`config.mk`:
```
export PLATFORM = sky130hd
export DESIGN_NAME = melody_tone_sequencer_top
export DESIGN_NICKNAME = d
export VERILOG_FILES = /design/src/design/mts_pkg.sv /design/src/design/melody_tone_sequencer_top.sv
export SDC_FILE = /design/constraint.sdc
export NUM_CORES = 1
export LEC_CHECK = 0
export BUFFER_PORTS_ARGS = -buffer_cell sky130_fd_sc_hd__buf_2
export CAP_MARGIN = 20
export CORE_MARGIN = 3
export CORE_UTILIZATION = 25
export DETAILED_ROUTE_END_ITERATION = 16
export PLACE_DENSITY = 0.51
export SLEW_MARGIN = 25
export SYNTH_ARGS = -nofsm -noshare
export SYNTH_HDL_FRONTEND = slang
export SYNTH_SLANG_ARGS = --single-unit
```
`constraint.sdc`:
```
create_clock -name clk -period 9.2 [get_ports clk]
set_input_delay 1.84 -clock clk [delete_from_list [all_inputs] [get_ports clk]]
set_output_delay 1.84 -clock clk [all_outputs]
set_load 0.005 [all_outputs]
```
`src/design/mts_pkg.sv`:
```
// ----------------------------------------------------------------------------
// mts_pkg
// types, codes, reset values and song tables of the melody tone sequencer
// ----------------------------------------------------------------------------
`default_nettype none

package mts_pkg;

  localparam int FUNC_W   = 2;
  localparam int TIME_W   = 32;
  localparam int CLK_W    = 32;
  localparam int GAP_W    = 16;
  localparam int WRAP_W   = 32;
  localparam int DUTY_W   = 31;
  localparam int NOTE_W   = 8;
  localparam int ROM_W    = 16;
  localparam int ROM_DEPTH = 80;
  localparam int ROM_AW   = 7;
  localparam int PADDR_W  = 3;
  localparam int PDATA_W  = 32;

  localparam int SONG_LENGTH_DEF = 80;

  localparam logic [FUNC_W-1:0] FUNC_UPDATE = 2'd0;
  localparam logic [FUNC_W-1:0] FUNC_STOP   = 2'd1;
  localparam logic [FUNC_W-1:0] FUNC_RESUME = 2'd2;

  localparam logic REG_CLOCK_HZ = 1'b0;
  localparam logic REG_GAP_MS   = 1'b1;

  localparam logic [CLK_W-1:0] CLOCK_HZ_RST = 32'd125000000;
  localparam logic [GAP_W-1:0] GAP_MS_RST   = 16'd50;

  typedef logic [ROM_W-1:0] rom_word_t;

  localparam rom_word_t FREQ_TABLE [ROM_DEPTH] = '{
    16'd330, 16'd330, 16'd330, 16'd262, 16'd392, 16'd523, 16'd330, 16'd262,
    16'd392, 16'd523, 16'd330, 16'd659, 16'd659, 16'd659, 16'd698, 16'd523,
    16'd415, 16'd349, 16'd330, 16'd262, 16'd392, 16'd523, 16'd330, 16'd262,
    16'd392, 16'd523, 16'd330, 16'd659, 16'd659, 16'd659, 16'd698, 16'd523,
    16'd415, 16'd349, 16'd330, 16'd523, 16'd494, 16'd440, 16'd392, 16'd330,
    16'd659, 16'd784, 16'd659, 16'd523, 16'd494, 16'd440, 16'd392, 16'd330,
    16'd659, 16'd659, 16'd330, 16'd784, 16'd880, 16'd698, 16'd784, 16'd659,
    16'd523, 16'd494, 16'd440, 16'd392, 16'd659, 16'd784, 16'd659, 16'd523,
    16'd494, 16'd440, 16'd392, 16'd330, 16'd659, 16'd523, 16'd659, 16'd262,
    16'd330, 16'd294, 16'd247, 16'd262, 16'd220, 16'd262, 16'd330, 16'd262
  };

  localparam rom_word_t DUR_TABLE [ROM_DEPTH] = '{
    16'd500, 16'd500, 16'd500, 16'd350, 16'd150, 16'd300, 16'd500, 16'd350,
    16'd150, 16'd300, 16'd500, 16'd500, 16'd500, 16'd500, 16'd350, 16'd150,
    16'd300, 16'd500, 16'd500, 16'd350, 16'd150, 16'd300, 16'd500, 16'd350,
    16'd150, 16'd300, 16'd650, 16'd500, 16'd150, 16'd300, 16'd500, 16'd350,
    16'd150, 16'd300, 16'd500, 16'd150, 16'd300, 16'd500, 16'd350, 16'd150,
    16'd300, 16'd650, 16'd500, 16'd350, 16'd150, 16'd300, 16'd500, 16'd350,
    16'd150, 16'd300, 16'd500, 16'd500, 16'd500, 16'd500, 16'd350, 16'd150,
    16'd300, 16'd500, 16'd500, 16'd350, 16'd150, 16'd300, 16'd500, 16'd350,
    16'd150, 16'd300, 16'd500, 16'd350, 16'd150, 16'd300, 16'd500, 16'd500,
    16'd350, 16'd150, 16'd300, 16'd500, 16'd500, 16'd350, 16'd150, 16'd300
  };

  // entries past the table end read as a zero-length rest
  function automatic rom_word_t rom_freq(input logic [NOTE_W-1:0] idx);
    rom_word_t val;
    val = '0;
    if (32'(idx) < ROM_DEPTH) begin
      val = FREQ_TABLE[idx[ROM_AW-1:0]];
    end
    return val;
  endfunction

  function automatic rom_word_t rom_dur(input logic [NOTE_W-1:0] idx);
    rom_word_t val;
    val = '0;
    if (32'(idx) < ROM_DEPTH) begin
      val = DUR_TABLE[idx[ROM_AW-1:0]];
    end
    return val;
  endfunction

endpackage

`default_nettype wire

```
`src/design/melody_tone_sequencer_top.sv`:
```
// ----------------------------------------------------------------------------
// melody_tone_sequencer_top
// steps through a fixed song and reports buzzer pwm settings per transaction
// ----------------------------------------------------------------------------
// Each input transaction yields one result transaction. A stop, resume or
// plain timing update passes the fetch, evaluate and, in a gap, gap states
// before the result is written; an update that starts a sounding note also
// runs the restoring divider, forming clock_hz / frequency one quotient bit
// per cycle, before the wrap is decremented. in_ready is high only while
// the sequencer is idle; a finished result waits in the output register and
// does not block the next transaction from being accepted.
`default_nettype none

module melody_tone_sequencer_top
  import mts_pkg::*;
#(
  parameter int SONG_LENGTH = SONG_LENGTH_DEF
) (
  input  wire logic               clk,
  input  wire logic               rst_n,
  input  wire logic               in_valid,
  output logic                    in_ready,
  input  wire logic [FUNC_W-1:0]  in_func,
  input  wire logic [TIME_W-1:0]  in_now_ms,
  output logic                    out_valid,
  input  wire logic               out_ready,
  output logic                    out_pwm_on,
  output logic [WRAP_W-1:0]       out_wrap_value,
  output logic [DUTY_W-1:0]       out_duty_level,
  output logic                    out_tone_loaded,
  output logic [NOTE_W-1:0]       out_note_number,
  input  wire logic               psel,
  input  wire logic               penable,
  input  wire logic               pwrite,
  input  wire logic [PADDR_W-1:0] paddr,
  input  wire logic [PDATA_W-1:0] pwdata,
  output logic [PDATA_W-1:0]      prdata,
  output logic                    pready
);

  localparam logic [2:0] S_IDLE  = 3'd0;
  localparam logic [2:0] S_FETCH = 3'd1;
  localparam logic [2:0] S_EVAL  = 3'd2;
  localparam logic [2:0] S_GAP   = 3'd3;
  localparam logic [2:0] S_DIV   = 3'd4;
  localparam logic [2:0] S_WRAP  = 3'd5;
  localparam logic [2:0] S_DONE  = 3'd6;

  localparam logic [NOTE_W:0] SONG_LEN = (NOTE_W+1)'(SONG_LENGTH);
  localparam logic [4:0]      DIV_LAST = 5'd31;

  logic [2:0]        state_r, state_nxt;
  logic [FUNC_W-1:0] func_r, func_nxt;
  logic [TIME_W-1:0] now_r, now_nxt;
  logic [ROM_W-1:0]  freq_r, freq_nxt;
  logic [ROM_W-1:0]  dur_r, dur_nxt;
  logic [TIME_W-1:0] diff_r, diff_nxt;
  logic [4:0]        cnt_r, cnt_nxt;
  logic [ROM_W-1:0]  rem_r, rem_nxt;
  logic [CLK_W-1:0]  quo_r, quo_nxt;

  logic [NOTE_W-1:0] note_pos_r, note_pos_nxt;
  logic [TIME_W-1:0] note_begin_r, note_begin_nxt;
  logic              playing_r, playing_nxt;
  logic              in_gap_r, in_gap_nxt;
  logic [TIME_W-1:0] gap_begin_r, gap_begin_nxt;
  logic              play_en_r, play_en_nxt;
  logic              pwm_run_r, pwm_run_nxt;
  logic [WRAP_W-1:0] wrap_r, wrap_nxt;
  logic              loaded_r, loaded_nxt;

  logic [CLK_W-1:0]  clock_hz_r, clock_hz_nxt;
  logic [GAP_W-1:0]  gap_ms_r, gap_ms_nxt;

  logic              out_valid_r, out_valid_nxt;
  logic              out_pwm_on_r, out_pwm_on_nxt;
  logic [WRAP_W-1:0] out_wrap_r, out_wrap_nxt;
  logic              out_loaded_r, out_loaded_nxt;
  logic [NOTE_W-1:0] out_note_r, out_note_nxt;

  logic              in_fire;
  logic              cfg_wr;
  logic [ROM_W:0]    trial;
  logic              trial_ge;
  logic [ROM_W:0]    trial_sub;
  logic [NOTE_W:0]   note_inc;
  logic [TIME_W-1:0] gap_diff;

  assign in_ready = (state_r == S_IDLE);
  assign in_fire  = in_valid && in_ready;
  assign cfg_wr   = psel && penable && pwrite;
  assign pready   = 1'b1;

  // divider step, one quotient bit per cycle
  assign trial     = {rem_r, quo_r[CLK_W-1]};
  assign trial_ge  = (trial >= {1'b0, freq_r});
  assign trial_sub = trial - {1'b0, freq_r};

  assign note_inc = {1'b0, note_pos_r} + (NOTE_W+1)'(1);
  assign gap_diff = now_r - gap_begin_r;

  always_comb begin
    case (paddr[2])
      REG_CLOCK_HZ: prdata = clock_hz_r;
      REG_GAP_MS:   prdata = {{(PDATA_W-GAP_W){1'b0}}, gap_ms_r};
      default:      prdata = '0;
    endcase
  end

  always_comb begin
    clock_hz_nxt = clock_hz_r;
    gap_ms_nxt   = gap_ms_r;
    if (cfg_wr) begin
      case (paddr[2])
        REG_CLOCK_HZ: clock_hz_nxt = pwdata;
        REG_GAP_MS:   gap_ms_nxt   = pwdata[GAP_W-1:0];
        default: ;
      endcase
    end
  end

  always_comb begin
    state_nxt      = state_r;
    func_nxt       = func_r;
    now_nxt        = now_r;
    freq_nxt       = freq_r;
    dur_nxt        = dur_r;
    diff_nxt       = diff_r;
    cnt_nxt        = cnt_r;
    rem_nxt        = rem_r;
    quo_nxt        = quo_r;
    note_pos_nxt   = note_pos_r;
    note_begin_nxt = note_begin_r;
    playing_nxt    = playing_r;
    in_gap_nxt     = in_gap_r;
    gap_begin_nxt  = gap_begin_r;
    play_en_nxt    = play_en_r;
    pwm_run_nxt    = pwm_run_r;
    wrap_nxt       = wrap_r;
    loaded_nxt     = loaded_r;
    out_valid_nxt  = out_valid_r && !out_ready;
    out_pwm_on_nxt = out_pwm_on_r;
    out_wrap_nxt   = out_wrap_r;
    out_loaded_nxt = out_loaded_r;
    out_note_nxt   = out_note_r;

    case (state_r)
      S_IDLE: begin
        if (in_fire) begin
          func_nxt  = in_func;
          now_nxt   = in_now_ms;
          state_nxt = S_FETCH;
        end
      end
      S_FETCH: begin
        freq_nxt   = rom_freq(note_pos_r);
        dur_nxt    = rom_dur(note_pos_r);
        diff_nxt   = now_r - note_begin_r;
        loaded_nxt = 1'b0;
        state_nxt  = S_EVAL;
      end
      S_EVAL: begin
        state_nxt = S_DONE;
        case (func_r)
          FUNC_UPDATE: begin
            if (!play_en_r) begin
              pwm_run_nxt = 1'b0;
            end else if (!playing_r) begin
              note_begin_nxt = now_r;
              playing_nxt    = 1'b1;
              if (freq_r != '0) begin
                cnt_nxt   = '0;
                rem_nxt   = '0;
                quo_nxt   = clock_hz_r;
                state_nxt = S_DIV;
              end else begin
                pwm_run_nxt = 1'b0;
              end
            end else if (diff_r >= {{(TIME_W-ROM_W){1'b0}}, dur_r}) begin
              pwm_run_nxt = 1'b0;
              if (!in_gap_r) begin
                gap_begin_nxt = now_r;
                in_gap_nxt    = 1'b1;
              end else begin
                state_nxt = S_GAP;
              end
            end
          end
          FUNC_STOP:   play_en_nxt = 1'b0;
          FUNC_RESUME: play_en_nxt = 1'b1;
          default: ;
        endcase
      end
      S_GAP: begin
        if (gap_diff >= {{(TIME_W-GAP_W){1'b0}}, gap_ms_r}) begin
          note_pos_nxt = (note_inc >= SONG_LEN) ? '0 : note_inc[NOTE_W-1:0];
          playing_nxt  = 1'b0;
          in_gap_nxt   = 1'b0;
        end
        state_nxt = S_DONE;
      end
      S_DIV: begin
        rem_nxt = trial_ge ? trial_sub[ROM_W-1:0] : trial[ROM_W-1:0];
        quo_nxt = {quo_r[CLK_W-2:0], trial_ge};
        cnt_nxt = cnt_r + 5'd1;
        if (cnt_r == DIV_LAST) begin
          state_nxt = S_WRAP;
        end
      end
      S_WRAP: begin
        wrap_nxt    = quo_r - CLK_W'(1);
        pwm_run_nxt = 1'b1;
        loaded_nxt  = 1'b1;
        state_nxt   = S_DONE;
      end
      S_DONE: begin
        if (!out_valid_r || out_ready) begin
          out_valid_nxt  = 1'b1;
          out_pwm_on_nxt = pwm_run_r;
          out_wrap_nxt   = wrap_r;
          out_loaded_nxt = loaded_r;
          out_note_nxt   = note_pos_r;
          state_nxt      = S_IDLE;
        end
      end
      default: state_nxt = S_IDLE;
    endcase
  end

  always_ff @(posedge clk) begin
    if (!rst_n) begin
      state_r      <= S_IDLE;
      note_pos_r   <= '0;
      note_begin_r <= '0;
      playing_r    <= 1'b0;
      in_gap_r     <= 1'b0;
      gap_begin_r  <= '0;
      play_en_r    <= 1'b1;
      pwm_run_r    <= 1'b0;
      wrap_r       <= '0;
      loaded_r     <= 1'b0;
      clock_hz_r   <= CLOCK_HZ_RST;
      gap_ms_r     <= GAP_MS_RST;
      out_valid_r  <= 1'b0;
      cnt_r        <= '0;
    end else begin
      state_r      <= state_nxt;
      note_pos_r   <= note_pos_nxt;
      note_begin_r <= note_begin_nxt;
      playing_r    <= playing_nxt;
      in_gap_r     <= in_gap_nxt;
      gap_begin_r  <= gap_begin_nxt;
      play_en_r    <= play_en_nxt;
      pwm_run_r    <= pwm_run_nxt;
      wrap_r       <= wrap_nxt;
      loaded_r     <= loaded_nxt;
      clock_hz_r   <= clock_hz_nxt;
      gap_ms_r     <= gap_ms_nxt;
      out_valid_r  <= out_valid_nxt;
      cnt_r        <= cnt_nxt;
    end
  end

  always_ff @(posedge clk) begin
    func_r       <= func_nxt;
    now_r        <= now_nxt;
    freq_r       <= freq_nxt;
    dur_r        <= dur_nxt;
    diff_r       <= diff_nxt;
    rem_r        <= rem_nxt;
    quo_r        <= quo_nxt;
    out_pwm_on_r <= out_pwm_on_nxt;
    out_wrap_r   <= out_wrap_nxt;
    out_loaded_r <= out_loaded_nxt;
    out_note_r   <= out_note_nxt;
  end

  assign out_valid       = out_valid_r;
  assign out_pwm_on      = out_pwm_on_r;
  assign out_wrap_value  = out_wrap_r;
  assign out_duty_level  = out_wrap_r[WRAP_W-1:1];
  assign out_tone_loaded = out_loaded_r;
  assign out_note_number = out_note_r;

endmodule

`default_nettype wire

```
==> flow_summary_export.csv <==
group,metric,value,unit
logic_synthesis,synthTopCellsByArea,"edfxtp_1 26%, dfxtp_1 17%, ha_1 7.5%, nand2_1 6.9%, a21boi_0 2.9%",
sta,layout_min_cycle_time,5.80,ns
place,finalWeightedCongestion,0.853,
floorplan,rows,102,
pwr,pwr-share-clk,41.0,%
critical_path,worstPathRequired,9.63,ns
outcome,status,"finished, final reports clean",
place,dpl.hpwl,40000,microns
route,wl_per_cell,16.4,microns
critical_path,crit_cells,18,
critical_path,crit_type,"flop to flop",
place,portBuffers,180,
pwr,powerDensity,163,nW/um^2
route,drt_first_pass_iters,5,
critical_path,start_kind,"flop",
route,routed_wl,55200,microns
clock_network,clk_pin_slew,0.06,ns
floorplan,dieArea,83200,sq um
floorplan,die_h,288,microns
pwr,power.share.combinational,13.0,%
critical_path,slowest_delay,0.83,ns
critical_path,crit_path_end_kind,"flop",
logic_synthesis,synth_top_area_share,26.3,%
logic_synthesis,yosys-top-cells-count,"369 x nand2_1, 175 x edfxtp_1, 166 x dfxtp_1",
logic_synthesis,synth.distinct_cells,84,
global_routing,grt_pass1_wl,87100,microns
critical_path,path_cells,"ha_1 -> a21o_1 -> or3_4 -> o21ai_0 -> a21oi_1 -> a2111oi_0 -> xnor2_1 -> ha_1 -> a21o_1 -> a221oi_1 -> o2111ai_1 -> a21oi_1 -> o221ai_1 -> a2111oi_2 -> nand4_1 -> o41ai_4 -> or4_1 -> a21boi_1",
sta,hold_viol,0,
logic_synthesis,async_flop_share,0,%
critical_path,path_max_fanout,16,
logic_synthesis,synth_most_common_cell,"nand2_1",
sta,holdWs,0.434,ns
logic_synthesis,synth.cell_area,19900,sq um
pwr,p_seq_share,46.0,%
clock_network,clock-sinks,341,
pwr,ir_drop,0.115,mV
critical_path,cpMaxStageDelayCell,"o41ai_4",
sta,skew,0.0168,ns
route,detail_route.iter0.violations,1304,
logic_synthesis,synth-seq-area-share,43.0,%
logic_synthesis,ys_warn_count,0,
floorplan,initial_core_util,25.5,%
global_routing,grt_max_degree,103,
clock_network,postCtsHoldBufs,0,
route,dr_total_vias,16188,
clock_network,insertion_delay,0.54,ns
pwr,power_leakage,8.84,nW
pwr,swShare,26.3,%
sta,tns,0,ns
route,via_per_inst,4.81,
logic_synthesis,synth_fp_nets,2400,
logic_synthesis,synth_top_cell_by_area,"edfxtp_1",
critical_path,crit_arrival,6.23,ns
global_routing,grt_overflow,0,
worst_hold_path,hold_class,"flop to flop",
sta,slew_viol_final,0,
clock_network,cts_resized,0,
sta,period_share,63.0,%
pwr,p_switching,0.986,mW
clock_network,cts_setup_buffers,0,
floorplan,ios,184,
critical_path,crit_family,"compound AO/OA/AOI/OAI gates",
floorplan,die_x,288,microns
sta,grt_setup_unrepaired,"no",
cells_and_area,fill_cells,8241,
flow_run,drv_cap,0,
logic_synthesis,avgSynthCellArea,9.06,sq um
sta,timing.slew.headroom,33.0,%
logic_synthesis,synthFlopType,"edfxtp_1",
clock_network,cts_tree,"built",
clock_network,clockBufferDepth,3,
cells_and_area,postLayoutCoreUtil,29.3,%
global_routing,grt_pass1_vias,15666,
route,post-route-drc-count,0,
floorplan,core,78200,sq um
cells_and_area,drive_gt1_share,13.3,%
logic_synthesis,yosys_register_bits,341,
global_routing,antenna_found_initial,2,
sta,setup_viol,0,
cells_and_area,synthToLayoutAreaGrowth,14.9,%
critical_path,r2r_cells,18,
clock_network,cts_root_buf,"clkbuf_16",
critical_path,crit_buf_inv,0,
clock_network,cts_buffers,37,
logic_synthesis,synth-edff-count,175,
route,ant_nets,0,
worst_hold_path,hold_depth,0,
global_routing,track_usage,12.9,%
sta,tightest_slew,1.00,ns
clock_network,htreeDepth,2,
logic_synthesis,syn_inst,2202,
pwr,p_int,2.76,mW
sta,fmax,0.172,GHz
cells_and_area,antenna_cells,0,
cells_and_area,nNetsFinal,2495,
==> registers in the layout (all words and copies together), names as in the netlist, 32 cells and up <==
signal,flops
clock_hz_r,32
diff_r,32
gap_begin_r,32
note_begin_r,32
now_r,32
out_wrap_value,32
quo_r,32
wrap_r,32
==> power groups by stage <==
stage | logic [mW] | clock network, mW | registers [mW]
finish | 0.486 | 1.54 | 1.72
global route | 0.546 | 1.65 | 1.73
floorplan | 0.353 | 0 | 1.73
CTS | 0.488 | 1.59 | 1.72
global placement | 0.478 | 0 | 1.75
detailed placement | 0.485 | 0 | 1.75
==> per-stage QoR <==
stage | setup WS [ns] | std cells | area [sq um] | power (mW)
detailed placement | 3.39 | 3298 | 21600 | 2.24
floorplan | 3.90 | 2202 | 19900 | 2.08
finish | 3.40 | 3366 | 22900 | 3.74
global placement | 3.56 | 3298 | 21600 | 2.23
CTS | 3.36 | 3366 | 22900 | 3.80
global route | 3.06 | 3366 | 22900 | 3.92
==> layer usage <==
layer / vias up / wire length [microns] / track usage (%) / share of wire, %
met5: - / 0 / 0 / 0
met2: 452 / 24400 / 20.3 / 44
met1: 7677 / 26800 / 18.6 / 49
met3: 66 / 3110 / 2.03 / 5.6
met4: 0 / 890 / 2.57 / 1.6
li1: 7993 / - / - / -
==> cells in the final DEF (no fill, tap or decap), types with 97 or more instances in the layout <==
cell,synthesis,final
inv_1,143,142
a21oi_1,97,97
nor2_1,107,104
buf_2,10,179
nand2_1,369,369
o21ai_0,104,104
ha_1,119,119
dfxtp_1,166,165
edfxtp_1,175,175
==> worst reg2reg max path: stages, from the launching register on <==
cell and delay (ns):
edfxtp_1 0.44, ha_1 0.39, a21o_1 0.19, or3_4 0.34, o21ai_0 0.32, a21oi_1 0.11, a2111oi_0 0.58, xnor2_1 0.19
ha_1 0.26, a21o_1 0.24, a221oi_1 0.30, o2111ai_1 0.14, a21oi_1 0.24, o221ai_1 0.19, a2111oi_2 0.40, nand4_1 0.21
o41ai_4 0.83, or4_1 0.23, a21boi_1 0.06
==> cells by family after synthesis <==
logic type      synth area share [%]
compound gates                  19.0
xor+xnor                        2.90
fa+ha+maj                       7.76
buf+inv                         6.16
flops                           43.0
mux                             3.07
other cells                   0.0188
simple gates                    18.1
==> worst paths after layout <==
check	from	slack, ns	to
max	now_r[5]	3.40	note_pos_r[6]
min	wrap_r[24]	0.43	out_wrap_value[24]
max reg2reg	now_r[5]	3.40	note_pos_r[6]
min reg2reg	wrap_r[24]	0.43	out_wrap_value[24]
==> final cells by class <==
class / count / area, sq um / share of cell area (%)
clock buffers: 50 / 1080 / 4.71
clock inverters: 18 / 180 / 0.786
inverters: 144 / 542 / 2.36
multi-input cells: 1573 / 10200 / 44.4
flip-flops and latches: 341 / 8580 / 37.4
well taps: 1040 / 1300 / 5.68
repair buffers: 200 / 1050 / 4.60
Note: power is estimated with default switching activity, not from simulation.
